<file path="config.mk">
export PLATFORM = sky130hd
export DESIGN_NAME = one_wire_bus_master
export DESIGN_NICKNAME = d
export VERILOG_FILES = /design/src/rtl/core/owbm_pkg.sv /design/src/rtl/core/one_wire_bus_master.sv
export SDC_FILE = /design/constraint.sdc
export NUM_CORES = 1
export LEC_CHECK = 0
export ABC_AREA = 1
export BUFFER_PORTS_ARGS = -buffer_cell sky130_fd_sc_hd__buf_4
export CORE_MARGIN = 2
export CORE_UTILIZATION = 60
export DETAILED_ROUTE_END_ITERATION = 10
export PLACE_DENSITY = 0.87
export RECOVER_POWER = 50
export SKIP_CTS_REPAIR_TIMING = 1
export SYNTH_ARGS = -nofsm -noshare
export SYNTH_HDL_FRONTEND = slang
export SYNTH_SLANG_ARGS = --single-unit
</file>
<file path="constraint.sdc">
create_clock -name clk -period 15.03 [get_ports clk]
set_clock_uncertainty 0.2 [all_clocks]
set_input_delay 3.006 -clock clk [delete_from_list [all_inputs] [get_ports clk]]
set_output_delay 3.006 -clock clk [all_outputs]
set_load 0.01 [all_outputs]
</file>
<file path="src/rtl/core/owbm_pkg.sv">
// owbm_pkg: shared types and constants for the one-wire bus master
// phase encoding, request and error codes, register indexes and reset values
// no dependencies
package owbm_pkg;

  localparam int unsigned CFG_WIDTH = 12;
  localparam int unsigned CFG_COUNT = 8;
  localparam int unsigned CFG_IDX_W = 3;

  // default timing constants in ticks, and the default tick counter width
  localparam int unsigned DEF_PRESENCE_HIGH_MIN = 15;
  localparam int unsigned DEF_PRESENCE_LOW_MIN  = 60;
  localparam int unsigned DEF_PRESENCE_LOW_MAX  = 240;
  localparam int unsigned DEF_SLOT_MAX          = 120;
  localparam int unsigned DEF_RECOVERY_TICKS    = 1;
  localparam int unsigned DEF_COUNT_WIDTH       = 12;

  typedef enum logic [1:0] {
    REQ_NONE  = 2'd0,
    REQ_RESET = 2'd1,
    REQ_WRITE = 2'd2,
    REQ_READ  = 2'd3
  } req_t;

  typedef enum logic [1:0] {
    ERR_OK        = 2'd0,
    ERR_BUS_LOW   = 2'd1,
    ERR_PRESENCE  = 2'd2,
    ERR_SLOT_TOUT = 2'd3
  } err_t;

  typedef enum logic [3:0] {
    PH_IDLE,
    PH_RST_LOW,
    PH_RST_WAIT,
    PH_RST_PLOW,
    PH_RST_TAIL,
    PH_WR_LOW,
    PH_WR_REC,
    PH_RD_LOW,
    PH_RD_SAMPLE,
    PH_RD_HIGH,
    PH_RD_REC
  } phase_t;

  typedef logic [CFG_IDX_W-1:0] cfg_idx_t;
  typedef logic [CFG_WIDTH-1:0] cfg_word_t;

  localparam cfg_idx_t CFG_RESET_LOW     = 3'd0;
  localparam cfg_idx_t CFG_RESET_HIGH    = 3'd1;
  localparam cfg_idx_t CFG_PRES_WAIT_MAX = 3'd2;
  localparam cfg_idx_t CFG_WR_ONE_LOW    = 3'd3;
  localparam cfg_idx_t CFG_WR_ZERO_LOW   = 3'd4;
  localparam cfg_idx_t CFG_RD_INIT       = 3'd5;
  localparam cfg_idx_t CFG_RD_SAMPLE     = 3'd6;
  localparam cfg_idx_t CFG_SLOT_MIN      = 3'd7;

  localparam cfg_word_t CFG_RESET_VAL [CFG_COUNT] = '{
    12'd480, 12'd480, 12'd60, 12'd6, 12'd60, 12'd6, 12'd15, 12'd70
  };

endpackage

</file>
<file path="src/rtl/core/one_wire_bus_master.sv">
// one_wire_bus_master: tick-driven timing engine for a single-wire bus master
// the result beat for a taken tick is registered and appears from the output register in the next cycle
// throughput: one tick per cycle; in_stall is raised only while a held result is stalled
// all timing state updates in one pass of logic between the state and output registers
// reset (rst_n low, synchronous): phase idle, counters cleared, configuration registers at defaults
// depends on owbm_pkg
module one_wire_bus_master #(
  parameter int unsigned PRESENCE_HIGH_MIN = owbm_pkg::DEF_PRESENCE_HIGH_MIN,
  parameter int unsigned PRESENCE_LOW_MIN  = owbm_pkg::DEF_PRESENCE_LOW_MIN,
  parameter int unsigned PRESENCE_LOW_MAX  = owbm_pkg::DEF_PRESENCE_LOW_MAX,
  parameter int unsigned SLOT_MAX          = owbm_pkg::DEF_SLOT_MAX,
  parameter int unsigned RECOVERY_TICKS    = owbm_pkg::DEF_RECOVERY_TICKS,
  parameter int unsigned COUNT_WIDTH       = owbm_pkg::DEF_COUNT_WIDTH
) (
  input  logic                      clk,
  input  logic                      rst_n,
  input  logic                      cfg_wr_en,
  input  owbm_pkg::cfg_idx_t        cfg_index,
  input  owbm_pkg::cfg_word_t       cfg_wdata,
  input  logic                      in_valid,
  output logic                      in_stall,
  input  logic [1:0]                in_req_type,
  input  logic                      in_write_value,
  input  logic                      in_bus_level,
  output logic                      out_valid,
  input  logic                      out_stall,
  output logic                      out_drive_low,
  output logic                      out_busy_res,
  output logic                      out_done_res,
  output logic                      out_result_bit,
  output logic [1:0]                out_error_code
);
  import owbm_pkg::*;

  localparam int unsigned CW = COUNT_WIDTH;
  localparam int unsigned XW = (COUNT_WIDTH > CFG_WIDTH) ? COUNT_WIDTH : CFG_WIDTH;
  localparam logic [CW-1:0] CNT_MAX = {CW{1'b1}};

  cfg_word_t     cfg_r [CFG_COUNT];
  phase_t        phase_r, phase_nxt;
  logic [CW-1:0] tick_r, tick_nxt;
  logic [CW-1:0] mark_r, mark_nxt;
  logic          pres_r, pres_nxt;
  logic          samp_r, samp_nxt;
  logic [1:0]    perr_r, perr_nxt;
  logic          wlat_r, wlat_nxt;

  logic          drive_nxt, done_nxt, res_nxt;
  logic [1:0]    err_nxt;

  logic          out_valid_r, drive_r, busy_r, done_r, res_r;
  logic [1:0]    err_r;
  logic          accept;

  function automatic logic reached(input logic [CW-1:0] c, input logic [XW-1:0] t);
    return (XW'(c) >= t) || (c == CNT_MAX);
  endfunction

  assign in_stall = out_valid_r && out_stall;
  assign accept   = in_valid && !in_stall;

  always_ff @(posedge clk) begin
    if (!rst_n) begin
      for (int i = 0; i < CFG_COUNT; i++) begin
        cfg_r[i] <= CFG_RESET_VAL[i];
      end
    end else if (cfg_wr_en) begin
      cfg_r[cfg_index] <= cfg_wdata;
    end
  end

  // next state for one tick, in the order the steps take effect
  always_comb begin
    logic [CW-1:0] diff;
    phase_nxt = phase_r;
    tick_nxt  = tick_r;
    mark_nxt  = mark_r;
    pres_nxt  = pres_r;
    samp_nxt  = samp_r;
    perr_nxt  = perr_r;
    wlat_nxt  = wlat_r;
    drive_nxt = 1'b0;
    done_nxt  = 1'b0;
    res_nxt   = 1'b0;
    err_nxt   = ERR_OK;
    diff      = '0;

    if (phase_nxt == PH_IDLE && in_req_type != REQ_NONE) begin
      tick_nxt = '0;
      mark_nxt = '0;
      pres_nxt = 1'b0;
      samp_nxt = 1'b0;
      perr_nxt = ERR_OK;
      unique case (in_req_type)
        REQ_RESET: phase_nxt = PH_RST_LOW;
        REQ_WRITE: begin
          wlat_nxt  = in_write_value;
          phase_nxt = PH_WR_LOW;
        end
        default:   phase_nxt = PH_RD_LOW;
      endcase
    end

    if (phase_nxt != PH_IDLE && tick_nxt != CNT_MAX) begin
      tick_nxt = tick_nxt + CW'(1);
    end

    unique case (phase_nxt)
      PH_RST_LOW: begin
        drive_nxt = 1'b1;
        if (reached(tick_nxt, XW'(cfg_r[CFG_RESET_LOW]))) begin
          phase_nxt = PH_RST_WAIT;
          tick_nxt  = '0;
        end
      end
      PH_RST_WAIT: begin
        if (!in_bus_level) begin
          if (tick_nxt <= CW'(1)) begin
            perr_nxt  = ERR_BUS_LOW;
            phase_nxt = PH_RST_TAIL;
          end else begin
            if (XW'(tick_nxt) < XW'(PRESENCE_HIGH_MIN)) begin
              perr_nxt = ERR_PRESENCE;
            end
            pres_nxt  = 1'b1;
            mark_nxt  = tick_nxt;
            phase_nxt = PH_RST_PLOW;
          end
        end else if (reached(tick_nxt, XW'(cfg_r[CFG_PRES_WAIT_MAX]))) begin
          phase_nxt = PH_RST_TAIL;
        end
      end
      PH_RST_PLOW: begin
        diff = tick_nxt - mark_nxt;
        if (in_bus_level) begin
          if (XW'(diff) < XW'(PRESENCE_LOW_MIN) && perr_nxt == ERR_OK) begin
            perr_nxt = ERR_PRESENCE;
          end
          phase_nxt = PH_RST_TAIL;
        end else if (tick_nxt == CNT_MAX || XW'(diff) >= XW'(PRESENCE_LOW_MAX)) begin
          phase_nxt = PH_RST_TAIL;
        end
      end
      PH_WR_LOW: begin
        drive_nxt = 1'b1;
        if (reached(tick_nxt, XW'(wlat_nxt ? cfg_r[CFG_WR_ONE_LOW]
                                           : cfg_r[CFG_WR_ZERO_LOW]))) begin
          mark_nxt  = tick_nxt;
          phase_nxt = PH_WR_REC;
        end
      end
      PH_RD_LOW: begin
        drive_nxt = 1'b1;
        if (reached(tick_nxt, XW'(cfg_r[CFG_RD_INIT]))) begin
          phase_nxt = PH_RD_SAMPLE;
        end
      end
      PH_RD_SAMPLE: begin
        if (reached(tick_nxt, XW'(cfg_r[CFG_RD_SAMPLE]))) begin
          samp_nxt = in_bus_level;
          if (in_bus_level) begin
            mark_nxt  = tick_nxt;
            phase_nxt = PH_RD_REC;
          end else begin
            phase_nxt = PH_RD_HIGH;
          end
        end
      end
      PH_RD_HIGH: begin
        if (reached(tick_nxt, XW'(SLOT_MAX))) begin
          phase_nxt = PH_IDLE;
          done_nxt  = 1'b1;
          res_nxt   = 1'b0;
          err_nxt   = ERR_SLOT_TOUT;
        end else if (in_bus_level) begin
          mark_nxt  = tick_nxt;
          phase_nxt = PH_RD_REC;
        end
      end
      default: begin
      end
    endcase

    // completion checks see any phase change made above
    if (phase_nxt == PH_RST_TAIL && reached(tick_nxt, XW'(cfg_r[CFG_RESET_HIGH]))) begin
      phase_nxt = PH_IDLE;
      done_nxt  = 1'b1;
      res_nxt   = pres_nxt;
      err_nxt   = perr_nxt;
    end else if (phase_nxt == PH_WR_REC || phase_nxt == PH_RD_REC) begin
      diff = tick_nxt - mark_nxt;
      if ((tick_nxt == CNT_MAX || XW'(diff) >= XW'(RECOVERY_TICKS))
          && reached(tick_nxt, XW'(cfg_r[CFG_SLOT_MIN]))) begin
        res_nxt   = (phase_nxt == PH_RD_REC) ? samp_nxt : 1'b0;
        phase_nxt = PH_IDLE;
        done_nxt  = 1'b1;
        err_nxt   = ERR_OK;
      end
    end
  end

  always_ff @(posedge clk) begin
    if (!rst_n) begin
      phase_r <= PH_IDLE;
      tick_r  <= '0;
      mark_r  <= '0;
      pres_r  <= 1'b0;
      samp_r  <= 1'b0;
      perr_r  <= ERR_OK;
      wlat_r  <= 1'b0;
    end else if (accept) begin
      phase_r <= phase_nxt;
      tick_r  <= tick_nxt;
      mark_r  <= mark_nxt;
      pres_r  <= pres_nxt;
      samp_r  <= samp_nxt;
      perr_r  <= perr_nxt;
      wlat_r  <= wlat_nxt;
    end
  end

  // output register: holds a beat while the far side stalls
  always_ff @(posedge clk) begin
    if (!rst_n) begin
      out_valid_r <= 1'b0;
    end else if (accept) begin
      out_valid_r <= 1'b1;
    end else if (!out_stall) begin
      out_valid_r <= 1'b0;
    end
  end

  always_ff @(posedge clk) begin
    if (accept) begin
      drive_r <= drive_nxt;
      busy_r  <= (phase_nxt != PH_IDLE);
      done_r  <= done_nxt;
      res_r   <= res_nxt;
      err_r   <= err_nxt;
    end
  end

  assign out_valid      = out_valid_r;
  assign out_drive_low  = drive_r;
  assign out_busy_res   = busy_r;
  assign out_done_res   = done_r;
  assign out_result_bit = res_r;
  assign out_error_code = err_r;

endmodule

</file>
Word level (Yosys, flattened, before mapping)
Memories as Yosys holds them, arrays and structs flattened.
Cells that the tools add are included.
{"block": "word_totals", "ff_bits": 40, "mem_bits_rw": 96, "input_bits": 24, "out_inout_bits": 8, "word_cells": 142, "mem_count": 1}
{"block": "op_classes", "addsub": 3, "order_cmp": 13, "eq_ne": 16, "mux": 70, "n_reduce_logical": 26}
{"name": "cfg_r", "words": 8, "width": 12, "rd": 8, "rd_clocked_by_memory_dff": 0, "wr": 8, "line": "one_wire_bus_master.sv:39", "text": "cfg_word_t cfg_r [CFG_COUNT];"}
{"operator": "2-to-1 mux 12 bit", "n": 13}
{"operator": "greater-or-equal comparator 12 bit", "n": 7}
{"operator": "2-to-1 mux 4 bit", "n": 14}
{"operator": "one-hot mux 12 bit (4 select lines)", "n": 1}
{"operator": "one-hot mux 4 bit (7 select lines)", "n": 1}
{"operator": "2-to-1 mux 1 bit", "n": 25}
{"operator": "equality test 12 bit (second input constant)", "n": 2}
{"operator": "2-to-1 mux 2 bit", "n": 12}
{"operator": "subtractor 12 bit", "n": 2}
{"operator": "equality test 4 x 3 -> 1 bit (second input constant)", "n": 4}
{"operator": "adder 12 x 1 -> 12 bit (second input constant)", "n": 1}
{"operator": "equality test 4 bit (second input constant)", "n": 3}
{"operator": "greater-or-equal comparator 12 x 1 -> 1 bit (second input constant)", "n": 1}
{"operator": "greater-or-equal comparator 12 x 7 -> 1 bit (second input constant)", "n": 1}
{"operator": "greater-or-equal comparator 12 x 8 -> 1 bit (second input constant)", "n": 1}
{"operator": "<= comparator 12 x 1 -> 1 bit (second input constant)", "n": 1}
{"operator": "less-than comparator 12 x 4 -> 1 bit (second input constant)", "n": 1}
{"operator": "less-than comparator 12 x 6 -> 1 bit (second input constant)", "n": 1}
{"operator": "!= test 12 bit (second input constant)", "n": 1}
{"operator": "OR reduction 12 bit", "n": 1}
{"operator": "logical OR 1 bit", "n": 11}
{"operator": "equality test 4 x 2 -> 1 bit (second input constant)", "n": 2}
{"operator": "nonzero test 4 bit", "n": 2}
{"operator": "logical AND 1 bit", "n": 7}
{"operator": "other kinds (12)", "n": 13}

Logic depth before layout (Yosys ltp)
Gate-level depths: netlist of the first run.
{"block": "depth", "ltp_word": 18, "ltp_mapped": 54}

Worst setup path before layout of the first run
OpenSTA, ideal clock, no wires.
{"block": "synth_timing", "path_kind": "input to register", "start": "input port in_req_type[0]", "end": "register busy_r, in the netlist out_busy_res (data pin)", "setup_ns": 0.261, "t_arrival_ns": 8.515, "slack_ns": 6.054, "cell_stages": 50, "path_buffers": 3, "path_cell_list": "inv_1 > ha_1 > nor2_2 > nand3_4 > buf_6 > buf_6 > nand2_1 > inv_1 > ha_1 > nand2_1 > inv_1 > nand3_2 > nor2_2 > nand3_2 > nand2_4 > buf_12 > inv_4 > nand2_2 > [... 14 more ...] > nand3_1 > and2_1 > inv_1 > a21oi_1 > o21bai_1 > a21oi_1 > o21bai_1 > nand2_1 > o21ai_0 > inv_1 > o21ai_0 > nand3_1 > nand3_1 > nand2_1 > nand2_1 > nand3_2 > nand2_1 > nand3_1"}
{"block": "synth_via", "elab_chain_len": 18}
{"element": "start: declaration", "line": "one_wire_bus_master.sv:22", "text": "input logic [1:0] in_req_type,"}
{"element": "branches (longest 16 deep; another with adder 12 x 1 -> 12 bit)"}
{"element": "2-to-1 mux 4 bit *", "line": "one_wire_bus_master.sv:185", "text": "if (phase_nxt == PH_RST_TAIL && reached(tick_nxt, XW'(cfg_r[CFG_RESET_HIGH]))) begin"}
{"element": "nonzero test 4 bit *", "line": "one_wire_bus_master.sv:236", "text": "busy_r <= (phase_nxt != PH_IDLE);"}
{"element": "end signal: assignment", "line": "one_wire_bus_master.sv:236"}
{"element": "end: declaration", "line": "one_wire_bus_master.sv:51", "text": "logic out_valid_r, drive_r, busy_r, done_r, res_r;"}
Mark *: on every way between the ends.
A chain may end at the register's enable or synchronous reset.

Worst setup path after layout of the first run
Same ends and word-level chain as after synthesis.

==> results of run 1 <==
[state kept, by name (all words and copies together), names as in the netlist]
signal	flops
out_done_res	1
out_result_bit	1
wlat_r	1
out_error_code	2
out_busy_res	1
mark_r	12
pres_r	1
tick_r	12
samp_r	1
phase_r	4
out_valid	1
perr_r	2
cfg_r	96
out_drive_low	1
[critical path, delay by kind of cell]
| kind | cells | cell delay (ns) |
|---|---|---|
| adder cells (fa/ha/maj) | 4 | 0.86 |
| AO/OA/AOI/OAI | 7 | 1.56 |
| buffers and inverters | 8 | 0.69 |
| AND/OR/NAND/NOR | 28 | 4.01 |
[per-layer routing]
metal	vias to the layer above	share of wire (%)	routed length [µm]	global-route usage, %
li1	4522	-	-	-
met5	-	0	0	0
met1	4346	39	11900	42.9
met3	117	8.8	2680	7.28
met4	0	4.7	1430	16.5
met2	509	47	14300	55.8
[worst max-delay path by stage]
stage                               from            to  slack (ns)  cells after the start
after floorplan           in_req_type[0]  out_busy_res        6.05                     50
after global placement    in_req_type[0]  out_busy_res        4.96                     48
after detailed placement  in_req_type[0]  out_busy_res        4.71                     48
after CTS                 in_req_type[0]  out_busy_res        5.03                     48
after global routing      in_req_type[0]  out_busy_res        4.17                     47
final                     in_req_type[0]  out_busy_res        4.83                     47
[cells by family (layout without fill, tap and decap cells)]
| kind of cell | count (synthesis) | count (layout) | share of synthesized area (%) |
|---|---|---|---|
| AND/OR/NAND/NOR | 671 | 671 | 30.0 |
| multiplexers | 10 | 10 | 0.975 |
| adder cells (fa/ha/maj) | 91 | 91 | 11.2 |
| buffers and inverters | 261 | 300 | 10.1 |
| XOR/XNOR | 15 | 15 | 1.28 |
| AO/OA/AOI/OAI | 178 | 178 | 9.97 |
| flip-flops | 136 | 136 | 36.5 |
[final cells by class]
cell class	count	area share (%)
clock inverter	13	1.73
sequential	136	33.3
clock buffer	18	3.82
timing repair buffer	33	1.90
multi-input combinational	965	48.9
inverter	236	7.93
tap	220	2.45
[power breakdown]
group | total, µW | switching [µW] | internal [µW] | leakage (µW)
clock | 450 | 171 | 279 | 0.000302
combinational | 1380 | 934 | 444 | 0.00404
sequential | 462 | 21.2 | 441 | 0.00127
total | 2290 | 1130 | 1160 | 0.00561
[cell usage after synthesis, drive strengths merged, types with 14 or more instances]
master / count
nand2: 329
inv: 229
nor2: 204
edfxtp: 102
ha: 90
nand3: 84
a21oi: 72
o21ai: 60
dfxtp: 34
nand4: 28
clkbuf: 16
o211ai: 15
nor3: 14
[per-stage QoR]
stage               power (µW)  setup WS, ns  area (µm²)
finish                    2290          4.83       11200
floorplan                 1470          6.05       10300
global route              2450          4.17       11200
detailed placement        1780          4.71       10600
global placement          1750          4.96       10600
CTS                       2250          5.03       11300
==> metrics.md, run 1 <==
| Metric | Value |
|---|---|
| Run status | finished, violations left |
| Violated checks | max-capacitance violations, max-slew violations |
| Layout Nets | 1504 |
| Hold path endpoint | out_valid |
| DR pass1 iterations | 6 |
| Post-Place Cells | 1590 |
| CP Launch Type | input port |
| Site Rows | 47 |
| Fill count | 1364 |
| Cell Area, Synth | 0.0103 mm² |
| Worst R2R Path Depth | 44 |
| EDFF count, synth | 102 |
| Fmax | 98.1 MHz |
| CTS HTree Levels | 4 |
| Dominant synthesized flop cell | edfxtp_1 |
| GPL Wtd Cong | 0.979 |
| Via density per instance | 5.86 |
| Max-cap violation count | 2 |
| Drt wl/cell | 18.7 µm |
| Final non-filler cell total | 1621 |
| Dpl hpwl | 22200 µm |
| Hold Vio Cnt, Final | 0 |
| Hold path cells | 2 |
| Root Driver | clkbuf_16 |
| Max incr delay on CP | 0.41 ns |
| I/O pins | 32 |
| Post-synth top area cell | edfxtp_1 |
| Min-delay src | out_valid |
| Largest cells by area after synthesis | edfxtp_1, ha_1, nand2_1 |
| Drt drc | 0 |
| Synthesized area per cell | 7.54 µm² |
| Starting DRT DRC Count | 1131 |
| Mapped Cells | 1362 |
| Worst-Margin Slew | 2.36 ns |
| Clock sink count | 136 |
| Critical path arrival | 10.18 ns |
| Deepest clock path buffer count | 2 |
| Fin crit share | 67.8% |
| Via count | 9494 |
| Clock transition at path regs | 0.06 ns |
| Final Slew Violations | 95 |
| Total gr overflow | 0 |
| Final min period | 10.20 ns |
| Die X | 135 µm |
| Slew headroom | -57.6% |
| Layout cells sized above 1 | 10.9% |
| Register Area | 0.00374 mm² |
| Multi-input gate area | 0.00549 mm² |
| Setup CP Type | input port to register |
| Clk_lat worst skew | 0.44 ns |
| Ys async rst share | 0% |
| Final Setup Violations | 0 |
| Top cell type's share of synthesized area | 29.8% |
| Post-Syn Nets | 1477 |
| Crit path max fanout | 44 |
| First-pass GRT wire length | 46900 µm |
| Required time of the critical path | 15.02 ns |
| Worst min path class | register to register |
| Reg-to-reg endpoint | out_busy_res |
| R2R Path Start | phase_r[3] |
| Largest net degree at the start of global routing | 57 |
| Worst path slowest cell | a21oi_1 |
| Commonest non-fill, non-tap cell in the layout | nand2_1 |
| Worst hold margin | 0.295 ns |
| Synthesis-stage register bit count | 136 |
| Ys Warns | 0 |
| PortBufs | 31 |
| Chip height | 135 µm |
| Crit end category | register |
| RSZ-0062 raised after global routing | false |
| GRT Overall Usage | 34.1% |
| Most frequent cells in the layout | nand2_1, inv_1, nor2_1, edfxtp_1, ha_1 |
| Worst vdd ir | 0.108 mV |
| CORE AREA | 0.0166 mm² |
| Total wire length | 30400 µm |
| N_diodes | 0 |
| P&R area growth vs syn | 9.46% |
| Worst reg2reg setup slack | 7.17 ns |
| Starting density of the core | 61.7% |
| CP dominant cell by count | nand2_1 |
| Vias in the first global route | 8932 |
| Initial antenna violation count | 0 |
| DRT antenna net count | 0 |
| DIE AREA | 0.0182 mm² |
| Sequential share of the synthesized area | 36.5% |
| Leakage dissipation | 0.00561 µW |
| PD cells | 204 mW/mm² |
| Distinct cells, synth | 58 |
| Clock buffer count from CTS | 17 |
| Final setup TNS | 0 ns |
| CTS tree | built |
| Final Util | 67.5% |
(Power assumes the default switching activity.)
==> run 2, diff against run 1 <==
==> constraint.sdc (replaced) <==
create_clock -name clk -period 9.6 [get_ports clk]
set_clock_uncertainty 0.2 [all_clocks]
set_input_delay 1.92 -clock clk [delete_from_list [all_inputs] [get_ports clk]]
set_output_delay 1.92 -clock clk [all_outputs]
set_load 0.01 [all_outputs]
==> run 2 against run 1 <==
Global-route usage grew 0.46 points. Largest cell class unchanged. Critical path type unchanged. Sequential power rose by 57%. Worst hold slack about the same. The run still ends with max-capacitance violations, max-slew violations left. Combinational power increased by 54%. Critical endpoint unchanged. Register-to-register slack lost 4.8 ns. Via count rose by 0.79%. Final cell count up 0.12%. Highest routed layer unchanged.
==> metrics.md, run 2 (synthesis results as in run 1) <==
| Metric | Value |
|---|---|
| Cell family with most CP delay | simple AND/OR/NAND/NOR gates (unchanged) |
| Total wire length | 30600 µm (was 30400 µm) |
| Die X | 135 µm (unchanged) |
| Site Rows | 47 (unchanged) |
| Required time of the critical path | 9.58 ns (was 15.02 ns) |
| Final setup TNS | 0 ns (unchanged) |
| Commonest non-fill, non-tap cell in the layout | nand2_1 (unchanged) |
| Clk_lat worst skew | 0.44 ns (about the same) |
| PortBufs | 31 (unchanged) |
| Most frequent cells in the layout | nand2_1, inv_1, nor2_1, edfxtp_1, ha_1 (unchanged) |
| Via count | 9569 (was 9494) |
| CTS tree | built (unchanged) |
| Drt wl/cell | 18.8 µm (was 18.7 µm) |
| First-pass GRT wire length | 47700 µm (was 46900 µm) |
| Max-cap violation count | 2 (unchanged) |
| Clock transition at path regs | 0.06 ns (about the same) |
| Layout cells sized above 1 | 10.9% (about the same) |
| CORE AREA | 0.0166 mm² (unchanged) |
| Via density per instance | 5.90 (was 5.86) |
| DIE AREA | 0.0182 mm² (unchanged) |
| RSZ-0062 raised after global routing | false (unchanged) |
| Starting density of the core | 61.7% (unchanged) |
| Deepest clock path buffer count | 2 (unchanged) |
| Setup WS pre-CTS | 0.768 ns (was 4.71 ns) |
| Largest register by flop count | cfg_r (unchanged) |
| Top flop regs | cfg_r (96), mark_r (12), tick_r (12) (unchanged) |
| GRT Overall Usage | 34.5% (was 34.1%) |
| N_diodes | 0 (unchanged) |
| Worst path slowest cell | ha_1 (was a21oi_1) |
| Root Driver | clkbuf_16 (unchanged) |
| Largest net degree at the start of global routing | 57 (unchanged) |
| Clock sink count | 136 (unchanged) |
| Slew headroom | -49.4% (was -57.6%) |
| I/O pins | 32 (unchanged) |
| Fill count | 1376 (was 1364) |
| GPL Wtd Cong | 1.01 (was 0.979) |
| Setup CP Type | input port to register (unchanged) |
| Crit end category | register (unchanged) |
| Flip-flop count of the largest register after layout | 96 (unchanged) |
| Total gr overflow | 0 (unchanged) |
| Buf+Inv Stages, Crit Path | 10 (was 8) |
| Crit path max fanout | 17 (was 44) |
| Final Util | 67.4% (was 67.5%) |
| Final Setup Violations | 0 (unchanged) |
| Clock buffer count from CTS | 17 (unchanged) |
| Max incr delay on CP | 0.33 ns (was 0.41 ns) |
| DR pass1 iterations | 5 (was 6) |
| Fin crit share | 88.6% |
| Multi-input gate area | 0.00549 mm² (unchanged) |
| Fmax | 118 MHz |
| Final min period | 8.51 ns |
| CTS HTree Levels | 4 (unchanged) |
| DRT antenna net count | 0 (unchanged) |
| Critical path arrival | 8.49 ns (was 10.18 ns) |
| Leakage dissipation | 0.00560 µW (was 0.00561 µW) |
| Register Area | 0.00374 mm² (unchanged) |
| Final Slew Violations | 95 (unchanged) |
| Vias in the first global route | 9205 (was 8932) |
| PD cells | 315 mW/mm² (was 204 mW/mm²) |
| Starting DRT DRC Count | 1106 (was 1131) |
| Violated checks | max-capacitance violations, max-slew violations (unchanged) |
| Layout Nets | 1507 (was 1504) |
| Drt drc | 0 (unchanged) |
| Worst min path class | register to register (unchanged) |
| Run status | finished, violations left (unchanged) |
| Worst reg2reg setup slack | 2.38 ns (was 7.17 ns) |
| Worst hold margin | 0.295 ns (about the same) |
| CP dominant cell by count | nand2_1 (unchanged) |
| Hold Vio Cnt, Final | 0 (unchanged) |
| Initial antenna violation count | 0 (unchanged) |
| Final WS setup | 1.09 ns (was 4.83 ns) |
| Worst vdd ir | 0.183 mV (was 0.108 mV) |
| Dpl hpwl | 22500 µm (was 22200 µm) |
| Worst-Margin Slew | 2.24 ns (was 2.36 ns) |
| CP Launch Type | input port (unchanged) |
| Chip height | 135 µm (unchanged) |
| P&R area growth vs syn | 9.28% (was 9.46%) |
## run 2: layout make-up
| cell class | instances | area share [%] |
|---|---|---|
| sequential | 136 | 33.4 |
| clock buffer | 19 | 3.86 |
| tap | 220 | 2.45 |
| timing repair buffer | 36 | 2.11 |
| inverter | 236 | 7.94 |
| clock inverter | 11 | 1.33 |
| multi-input combinational | 965 | 48.9 |
## run 2: power breakdown
part	leakage (µW)	internal [µW]	total, µW	switching (µW)
Sequential	0.00127	691	724	33.7
Combinational	0.00406	700	2130	1430
Clock	0.000277	406	671	265
## run 2: metal layers
layer  wire length (µm)  global-route usage, %
met5                  0                      0
met4               1430                   16.3
met3               2800                   6.27
met2              14800                   58.7
met1              11600                   42.6
## run 2: path summary, 6_finish.rpt
path / start / endpoint / depth (start not counted)
worst max-delay path: in_req_type[0] / out_busy_res / 49
worst min register to register: out_valid / out_valid / 2
worst max register to register: phase_r[3] / out_busy_res / 46
worst min-delay path: out_valid / out_valid / 2
## run 2: stage by stage
| stage | cells | power, µW | area, µm² |
|---|---|---|---|
| finish | 1623 | 3530 | 11200 |
| global route | 1623 | 3780 | 11200 |
| CTS | 1623 | 3480 | 11300 |
| detailed placement | 1593 | 2790 | 10700 |
| global placement | 1593 | 2730 | 10700 |
| floorplan | 1362 | 2310 | 10300 |
## run 2: tightest hold or removal path: cells and delay by family (launching register included)
kind,cells,cell delay (ns)
AND/OR/NAND/NOR,1,0.07
flip-flops,1,0.31
AO/OA/AOI/OAI,1,0.06
